**src/ttoi_pkg.sv**
```systemverilog
// ----------------------------------------------------------------------------
// ttoi_pkg
// Shared types and constants for the streaming text-to-integer converter.
// ----------------------------------------------------------------------------
package ttoi_pkg;

    localparam longint unsigned TTOI_COUNT_LIMIT = 64'd65535;
    localparam logic [63:0]     TTOI_MAG_MAX     = 64'h7FFF_FFFF_FFFF_FFFF;

    localparam logic [5:0] TTOI_BASE_AUTO = 6'd0;
    localparam logic [5:0] TTOI_BASE_OCT  = 6'd8;
    localparam logic [5:0] TTOI_BASE_DEC  = 6'd10;
    localparam logic [5:0] TTOI_BASE_HEX  = 6'd16;

    localparam logic [7:0] TTOI_CH_SPACE = 8'h20;
    localparam logic [7:0] TTOI_CH_TAB   = 8'h09;
    localparam logic [7:0] TTOI_CH_CR    = 8'h0D;
    localparam logic [7:0] TTOI_CH_PLUS  = 8'h2B;
    localparam logic [7:0] TTOI_CH_MINUS = 8'h2D;
    localparam logic [7:0] TTOI_CH_0     = 8'h30;
    localparam logic [7:0] TTOI_CH_9     = 8'h39;
    localparam logic [7:0] TTOI_CH_UA    = 8'h41;
    localparam logic [7:0] TTOI_CH_UZ    = 8'h5A;
    localparam logic [7:0] TTOI_CH_LA    = 8'h61;
    localparam logic [7:0] TTOI_CH_LZ    = 8'h7A;
    localparam logic [7:0] TTOI_CH_UX    = 8'h58;
    localparam logic [7:0] TTOI_CH_LX    = 8'h78;
    localparam logic [7:0] TTOI_LETTER_OFS = 8'd10;

    // classified character, front to back
    typedef struct packed {
        logic       start;
        logic [5:0] base;
        logic       is_ws;
        logic       is_sign;
        logic       is_minus;
        logic       is_zero;
        logic       is_x;
        logic       is_digit;
        logic [5:0] digit;
    } ttoi_item_t;

    typedef struct packed {
        logic full;
        logic empty;
    } ttoi_qstat_t;

endpackage

```
**src/text_to_integer_any_base.sv**
```systemverilog
// ----------------------------------------------------------------------------
// text_to_integer_any_base
// Streaming strtol-style converter: one character per cycle in while in_stall
// is low, one result per conversion out at the first character that is not a
// digit of the base. The stopping character passes the two-entry queue and
// then the result register. Each digit takes a 64x6 multiply-add.
// Reset: async, clears the queue, the conversion state and the result valid.
// ----------------------------------------------------------------------------
module text_to_integer_any_base
    import ttoi_pkg::*;
#(
    parameter longint unsigned COUNT_LIMIT = TTOI_COUNT_LIMIT
)
(
    input  logic               clk,
    input  logic               rst_n,
    input  logic               in_valid,
    output logic               in_stall,
    input  logic [7:0]         ch,
    input  logic               start_req,
    input  logic [5:0]         base,
    output logic               out_valid,
    input  logic               out_stall,
    output logic signed [63:0] value,
    output logic [15:0]        consumed,
    output logic               overflow
);

    ttoi_item_t  f_item;
    ttoi_item_t  q_item;
    ttoi_qstat_t q_stat;
    logic        q_push;
    logic        q_pop;

    assign in_stall = q_stat.full;
    assign q_push   = in_valid && !q_stat.full;

    ttoi_front u_front (
        .ch        (ch),
        .start_req (start_req),
        .base      (base),
        .item      (f_item)
    );

    ttoi_queue u_queue (
        .clk     (clk),
        .rst_n   (rst_n),
        .push    (q_push),
        .wr_item (f_item),
        .pop     (q_pop),
        .rd_item (q_item),
        .stat    (q_stat)
    );

    ttoi_back #(
        .COUNT_LIMIT (COUNT_LIMIT)
    ) u_back (
        .clk       (clk),
        .rst_n     (rst_n),
        .q_valid   (!q_stat.empty),
        .q_item    (q_item),
        .q_pop     (q_pop),
        .out_valid (out_valid),
        .out_stall (out_stall),
        .value     (value),
        .consumed  (consumed),
        .overflow  (overflow)
    );

    a_queue_sane: assert property (@(posedge clk) disable iff (!rst_n)
        !(q_stat.full && q_stat.empty))
        else $error("queue full and empty at once");

    a_push_lands: assert property (@(posedge clk) disable iff (!rst_n)
        (in_valid && !in_stall) |=> !q_stat.empty)
        else $error("accepted character not in queue");

    a_pop_nonempty: assert property (@(posedge clk) disable iff (!rst_n)
        q_pop |-> !q_stat.empty)
        else $error("pop from empty queue");

    a_count_cap: assert property (@(posedge clk) disable iff (!rst_n)
        out_valid |-> (64'(consumed) <= COUNT_LIMIT) || (consumed == 16'hFFFF))
        else $error("consumed count beyond limit");

endmodule

```
**src/ttoi_front.sv**
```systemverilog
// ----------------------------------------------------------------------------
// ttoi_front
// Character classifier: whitespace, sign, prefix characters and digit value.
// ----------------------------------------------------------------------------
module ttoi_front
    import ttoi_pkg::*;
(
    input  logic [7:0]  ch,
    input  logic        start_req,
    input  logic [5:0]  base,
    output ttoi_item_t  item
);

    logic       is_num;
    logic       is_up;
    logic       is_lo;
    logic [7:0] d_num;
    logic [7:0] d_up;
    logic [7:0] d_lo;

    always_comb
    begin
        is_num = (ch >= TTOI_CH_0) && (ch <= TTOI_CH_9);
        is_up  = (ch >= TTOI_CH_UA) && (ch <= TTOI_CH_UZ);
        is_lo  = (ch >= TTOI_CH_LA) && (ch <= TTOI_CH_LZ);
        d_num  = ch - TTOI_CH_0;
        d_up   = ch - TTOI_CH_UA + TTOI_LETTER_OFS;
        d_lo   = ch - TTOI_CH_LA + TTOI_LETTER_OFS;

        item.start    = start_req;
        item.base     = base;
        item.is_ws    = (ch == TTOI_CH_SPACE) || ((ch >= TTOI_CH_TAB) && (ch <= TTOI_CH_CR));
        item.is_sign  = (ch == TTOI_CH_PLUS) || (ch == TTOI_CH_MINUS);
        item.is_minus = (ch == TTOI_CH_MINUS);
        item.is_zero  = (ch == TTOI_CH_0);
        item.is_x     = (ch == TTOI_CH_UX) || (ch == TTOI_CH_LX);
        item.is_digit = is_num || is_up || is_lo;
        priority if (is_num)
            item.digit = d_num[5:0];
        else if (is_up)
            item.digit = d_up[5:0];
        else
            item.digit = d_lo[5:0];
    end

endmodule

```
**src/ttoi_queue.sv**
```systemverilog
// ----------------------------------------------------------------------------
// ttoi_queue
// Two-entry queue of classified characters between front and back.
// ----------------------------------------------------------------------------
module ttoi_queue
    import ttoi_pkg::*;
(
    input  logic        clk,
    input  logic        rst_n,
    input  logic        push,
    input  ttoi_item_t  wr_item,
    input  logic        pop,
    output ttoi_item_t  rd_item,
    output ttoi_qstat_t stat
);

    ttoi_item_t mem_reg [2];
    logic       wr_ptr_reg;
    logic       wr_ptr_next;
    logic       rd_ptr_reg;
    logic       rd_ptr_next;
    logic [1:0] count_reg;
    logic [1:0] count_next;

    always_comb
    begin
        wr_ptr_next = push ? ~wr_ptr_reg : wr_ptr_reg;
        rd_ptr_next = pop  ? ~rd_ptr_reg : rd_ptr_reg;
        count_next  = count_reg + {1'b0, push} - {1'b0, pop};
        rd_item     = mem_reg[rd_ptr_reg];
        stat.full   = (count_reg == 2'd2);
        stat.empty  = (count_reg == 2'd0);
    end

    always_ff @(posedge clk)
    begin
        if (push)
            mem_reg[wr_ptr_reg] <= wr_item;
    end

    always_ff @(posedge clk or negedge rst_n)
    begin
        if (!rst_n)
        begin
            wr_ptr_reg <= 1'b0;
            rd_ptr_reg <= 1'b0;
            count_reg  <= 2'd0;
        end
        else
        begin
            wr_ptr_reg <= wr_ptr_next;
            rd_ptr_reg <= rd_ptr_next;
            count_reg  <= count_next;
        end
    end

endmodule

```
**src/ttoi_back.sv**
```systemverilog
// ----------------------------------------------------------------------------
// ttoi_back
// Conversion sequencer: sign, prefix, digit multiply-add and result register.
// ----------------------------------------------------------------------------
module ttoi_back
    import ttoi_pkg::*;
#(
    parameter longint unsigned COUNT_LIMIT = TTOI_COUNT_LIMIT
)
(
    input  logic               clk,
    input  logic               rst_n,
    input  logic               q_valid,
    input  ttoi_item_t         q_item,
    output logic               q_pop,
    output logic               out_valid,
    input  logic               out_stall,
    output logic signed [63:0] value,
    output logic [15:0]        consumed,
    output logic               overflow
);

    localparam logic [15:0] COUNT_CAP =
        (COUNT_LIMIT < 64'd65535) ? COUNT_LIMIT[15:0] : 16'hFFFF;

    typedef enum logic [4:0] {
        PH_DONE   = 5'b00001,
        PH_LEAD   = 5'b00010,
        PH_PRE    = 5'b00100,
        PH_ZERO   = 5'b01000,
        PH_DIGITS = 5'b10000
    } ttoi_phase_t;

    ttoi_phase_t phase_reg, phase_next;
    logic        neg_reg, neg_next;
    logic [5:0]  base_reg, base_next;
    logic [63:0] acc_reg, acc_next;
    logic [15:0] cnt_reg, cnt_next;
    logic        ovf_reg, ovf_next;

    logic               out_valid_reg, out_valid_next;
    logic signed [63:0] value_reg, value_next;
    logic [15:0]        consumed_reg, consumed_next;
    logic               overflow_reg, overflow_next;

    logic        bump;
    logic        emit;
    logic        run_pre;
    logic        run_zero;
    logic        run_dig;
    logic [70:0] prod;

    assign q_pop = q_valid && !(out_valid_reg && out_stall);

    always_comb
    begin
        phase_next = phase_reg;
        neg_next   = neg_reg;
        base_next  = base_reg;
        acc_next   = acc_reg;
        cnt_next   = cnt_reg;
        ovf_next   = ovf_reg;
        bump       = 1'b0;
        emit       = 1'b0;
        run_pre    = 1'b0;
        run_zero   = 1'b0;
        run_dig    = 1'b0;
        prod       = '0;

        if (q_item.start)
        begin
            phase_next = PH_LEAD;
            neg_next   = 1'b0;
            base_next  = q_item.base;
            acc_next   = '0;
            cnt_next   = '0;
            ovf_next   = 1'b0;
        end

        unique case (phase_next)
            PH_LEAD:
            begin
                if (q_item.is_ws)
                    bump = 1'b1;
                else if (q_item.is_sign)
                begin
                    neg_next   = q_item.is_minus;
                    bump       = 1'b1;
                    phase_next = PH_PRE;
                end
                else
                    run_pre = 1'b1;
            end
            PH_PRE:    run_pre  = 1'b1;
            PH_ZERO:   run_zero = 1'b1;
            PH_DIGITS: run_dig  = 1'b1;
            default:   ;
        endcase

        if (run_pre)
        begin
            if ((base_next == TTOI_BASE_AUTO || base_next == TTOI_BASE_HEX) && q_item.is_zero)
            begin
                bump       = 1'b1;
                phase_next = PH_ZERO;
            end
            else
            begin
                if (base_next == TTOI_BASE_AUTO)
                    base_next = TTOI_BASE_DEC;
                phase_next = PH_DIGITS;
                run_dig    = 1'b1;
            end
        end

        if (run_zero)
        begin
            phase_next = PH_DIGITS;
            if (q_item.is_x)
            begin
                base_next = TTOI_BASE_HEX;
                bump      = 1'b1;
            end
            else
            begin
                if (base_next == TTOI_BASE_AUTO)
                    base_next = TTOI_BASE_OCT;
                run_dig = 1'b1;
            end
        end

        if (run_dig)
        begin
            if (q_item.is_digit && (q_item.digit < base_next))
            begin
                prod = 71'(acc_next) * 71'(base_next) + 71'(q_item.digit);
                if (prod > 71'(TTOI_MAG_MAX))
                    ovf_next = 1'b1;
                acc_next = prod[63:0];
                bump     = 1'b1;
            end
            else
            begin
                emit       = 1'b1;
                phase_next = PH_DONE;
            end
        end

        if (bump && (cnt_next < COUNT_CAP))
            cnt_next = cnt_next + 16'd1;
    end

    always_comb
    begin
        value_next     = value_reg;
        consumed_next  = consumed_reg;
        overflow_next  = overflow_reg;
        out_valid_next = out_valid_reg && out_stall;
        if (q_pop && emit)
        begin
            out_valid_next = 1'b1;
            value_next     = neg_next ? -$signed(acc_next) : $signed(acc_next);
            consumed_next  = cnt_next;
            overflow_next  = ovf_next;
        end
    end

    always_ff @(posedge clk or negedge rst_n)
    begin
        if (!rst_n)
        begin
            phase_reg     <= PH_DONE;
            neg_reg       <= 1'b0;
            base_reg      <= '0;
            acc_reg       <= '0;
            cnt_reg       <= '0;
            ovf_reg       <= 1'b0;
            out_valid_reg <= 1'b0;
        end
        else
        begin
            if (q_pop)
            begin
                phase_reg <= phase_next;
                neg_reg   <= neg_next;
                base_reg  <= base_next;
                acc_reg   <= acc_next;
                cnt_reg   <= cnt_next;
                ovf_reg   <= ovf_next;
            end
            out_valid_reg <= out_valid_next;
        end
    end

    always_ff @(posedge clk)
    begin
        value_reg    <= value_next;
        consumed_reg <= consumed_next;
        overflow_reg <= overflow_next;
    end

    assign out_valid = out_valid_reg;
    assign value     = value_reg;
    assign consumed  = consumed_reg;
    assign overflow  = overflow_reg;

endmodule

```
**config.mk**
```make
export PLATFORM = sky130hd
export DESIGN_NAME = text_to_integer_any_base
export DESIGN_NICKNAME = d
export VERILOG_FILES = /design/src/ttoi_pkg.sv /design/src/text_to_integer_any_base.sv /design/src/ttoi_front.sv /design/src/ttoi_queue.sv /design/src/ttoi_back.sv
export SDC_FILE = /design/constraint.sdc
export NUM_CORES = 1
export LEC_CHECK = 0
export BUFFER_PORTS_ARGS = -buffer_cell sky130_fd_sc_hd__buf_2
export CELL_PAD_IN_SITES_DETAIL_PLACEMENT = 0
export CELL_PAD_IN_SITES_GLOBAL_PLACEMENT = 1
export CORE_MARGIN = 2
export CORE_UTILIZATION = 50
export DETAILED_ROUTE_END_ITERATION = 6
export PLACE_DENSITY_LB_ADDON = 0.1
export SLEW_MARGIN = 20
export SYNTH_ARGS = -nofsm -noshare
export SYNTH_HDL_FRONTEND = slang
export SYNTH_SLANG_ARGS = --single-unit
```
**constraint.sdc**
```tcl
create_clock -name clk -period 12 [get_ports clk]
set_clock_uncertainty 0.05 [all_clocks]
set_input_delay 2.4 -clock clk [delete_from_list [all_inputs] [get_ports clk]]
set_output_delay 2.4 -clock clk [all_outputs]
set_load 0.01 [all_outputs]
```
==> flow_metrics.py <==
metrics = {
    "outcome": {
        "status": "complete, no violations",
    },
    "sta": {
        "worst_pin_slew_ns": 1.08,
        "fin_crit_ns": 10.63,
        "tns_ns": 0,
        "finalHoldViolCount": 0,
        "setup_violations": 0,
        "max_slew_margin": 0.276,
        "timing.final.crit_share": 0.886,
        "max_freq_mhz": 94.1,
        "maxSlewViolCount": 0,
        "rsz0062_at_grt": "no",
        "worst_slack_ns": 1.37,
    },
    "critical_path": {
        "rr_worst_depth": 24,
        "endpoint_kind": "register",
        "r2r_setup_slack_ns": 1.37,
        "r2r-end": "u_back.value[59]",
        "required_ns": 12.27,
        "crit_path_start_kind": "register",
        "path_class": "register to register",
        "crit_fanout": 37,
        "crit_start": "u_queue.rd_ptr_reg",
        "cp-endpoint": "u_back.value[59]",
        "cp.arrival_ns": 10.89,
        "timing.rr.start": "u_queue.rd_ptr_reg",
    },
    "logic_synthesis": {
        "synth_cells": 2772,
        "synth_commonest_cells": "nor2_1 (522), nand2_1 (304), fa_1 (252), o21ai_0 (181), ha_1 (168)",
        "synth_ff_type": "edfxtp_1",
        "synth_area_leaders": "fa_1 (20%), edfxtp_1 (15%), dfrtp_1 (9.9%), ha_1 (8.5%), nor2_1 (8.0%)",
        "synth_most_common_cell": "nor2_1",
        "avgSynthCellArea_um2": 8.89,
        "yosys.area.top_type": "fa_1",
        "synth_edf_count": 119,
        "synth_nets": 3211,
        "netlist_area_mm2": 0.0246,
        "ys_seq_area_frac": 0.245,
        "yosys_warnings": 0,
        "synthArstFlopShare": 0.452,
        "synth_seq_cells": 217,
        "synth_cell_type_count": 101,
        "yosysTopAreaCellShare": 0.205,
    },
    "floorplanning": {
        "dieHeight_um": 226,
        "die_x_um": 226,
        "ioPinCount": 102,
        "die_area_mm2": 0.0511,
        "core_area_mm2": 0.0487,
        "std_cell_rows": 81,
        "start_util": 0.505,
    },
    "power": {
        "irDropWorstVdd_mv": 0.145,
        "power.leakage_nw": 12.4,
        "p_total_mw": 4.54,
        "p_per_area_mw_per_mm2": 171,
    },
    "cells_and_area": {
        "post-route-cell-area_mm2": 0.0265,
        "drive_above_1_share": 0.0843,
        "area_delta_synth_final_pct": 7.56,
        "diodes": 0,
        "layout.cells.non_filler": 3463,
        "multi_input_area_mm2": 0.0177,
        "final_nets": 3218,
        "fillers": 4550,
        "regArea_mm2": 0.00603,
    },
    "placement": {
        "post_dp_cell_area_mm2": 0.0256,
        "portBuffers": 101,
        "pre_cts_ws_ns": 1.47,
        "dp.cells": 3415,
        "place_congestion": 0.955,
        "hpwl_um": 57700,
    },
    "cts": {
        "clk_pin_slew_ns": 0.07,
        "post_cts_buffers": 0,
        "cts_tree": "done",
        "postCtsHoldBufs": 0,
        "cts_buffer_depth": 3,
        "clock-sinks": 217,
        "cts_made_buffers": 26,
        "cts_root_buf": "clkbuf_16",
        "clk_latency_ns": 0.60,
        "cts_resized": 0,
        "htreeDepth": 1,
    },
    "global_route": {
        "grt_antenna_before_repair": 0,
        "grt_max_degree": 93,
        "grt_pass1_vias": 21200,
        "grtUsageTotal": 0.301,
        "overflow": 0,
        "grt_pass1_wl_um": 120000,
    },
    "routing": {
        "ant_nets": 0,
        "vias_per_cell": 6.12,
        "drt_pass1_iterations": 7,
        "drtIter0Drc": 1874,
        "num_vias": 21200,
        "drcViolationCount": 0,
        "post_drt_wl_per_cell_um": 21.8,
        "wl_um": 75500,
    },
    "hold_path": {
        "hold_start": "u_back.acc_reg[28]",
        "hold_class": "register to register",
    },
    "job": {
        "timing.max_cap.violations": 0,
    },
}
==> power by group <==
part	leakage (nW)	total (mW)	internal [mW]	switching [mW]
clock network	0.433	0.845	0.500	0.344
logic	9.55	2.53	0.693	1.84
registers	2.46	1.16	1.06	0.104
total	12.4	4.54	2.25	2.29
==> metal layers <==
| layer | vias up | share of wire | wire (µm) | track usage |
|---|---|---|---|---|
| met1 | 10600 | 0.46 | 34800 | 0.442 |
| met4 | 0 | 0.022 | 1670 | 0.0726 |
| met2 | 787 | 0.45 | 33700 | 0.466 |
| li1 | 9740 | - | - | - |
| met3 | 98 | 0.070 | 5320 | 0.0474 |
| met5 | - | 0 | 0 | 0 |
==> cell type report <==
type | count | share of cell area
multi-input combinational | 2322 | 0.669
timing repair buffer | 128 | 0.0268
sequential | 217 | 0.227
clock inverter | 9 | 0.00510
tap | 664 | 0.0314
clock buffer | 39 | 0.0287
inverter | 84 | 0.0119
==> worst max-delay path: stages (launching register included) <==
cell	delay [ns]
dfrtp_1	0.87
mux2_4	0.62
a31oi_1	0.16
o32ai_2	0.30
o21ai_0	0.21
and2_1	0.21
o21bai_1	0.43
nand2_2	0.62
nor2_1	0.31
fa_1	0.47
fa_1	0.52
fa_1	0.50
ha_1	0.32
ha_1	0.50
o2111ai_1	0.39
a21o_1	0.31
a21oi_1	0.45
a21oi_1	0.40
nor4_1	0.70
nor3_1	0.11
nor3b_1	0.89
nand2_1	0.33
nor4_4	0.38
a21oi_1	0.15
xor2_1	0.15
==> worst min path at each step <==
stage	to	slack, ns	cells after the start
2_1_floorplan	u_back.cnt_reg[0]	0.40	2
3_3_place_gp	u_back.cnt_reg[0]	0.41	2
3_5_place_dp	u_back.acc_reg[35]	0.42	2
4_1_cts	u_back.acc_reg[42]	0.43	2
5_1_grt	u_back.acc_reg[53]	0.46	2
6_report	u_back.acc_reg[28]	0.43	2
==> cell families (layout without fill, tap and decap cells) <==
kind of cell	count (synthesis)	count (layout)	share of synthesized area
buf+inv	233	260	0.0383
simple gates	1113	1113	0.201
compound gates	624	624	0.164
xor+xnor	121	121	0.0430
mux	44	44	0.0194
fa+ha+maj	420	420	0.290
flops	217	217	0.245
==> through the flow <==
| stage | hold WS [ns] | util |
|---|---|---|
| 6_report | 0.430 | 0.544 |
| 5_1_grt | 0.457 | 0.544 |
| 4_1_cts | 0.434 | 0.544 |
| 3_5_place_dp | 0.420 | 0.525 |
| 3_3_place_gp | 0.409 | 0.525 |
| 2_1_floorplan | 0.396 | - |
==> cell usage in the layout (no fill, tap or decap), types with 43 or more instances in the layout <==
| master | count |
|---|---|
| buf_2 | 100 |
| nand2_1 | 300 |
| o21ai_0 | 180 |
| inv_1 | 82 |
| dfrtp_1 | 97 |
| nand4_1 | 54 |
| ha_1 | 168 |
| edfxtp_1 | 119 |
| a21oi_1 | 158 |
| xnor2_1 | 91 |
| nor2_1 | 521 |
| fa_1 | 252 |
| nor3_1 | 43 |
| nand3_1 | 48 |
(Power assumes the default switching activity.)
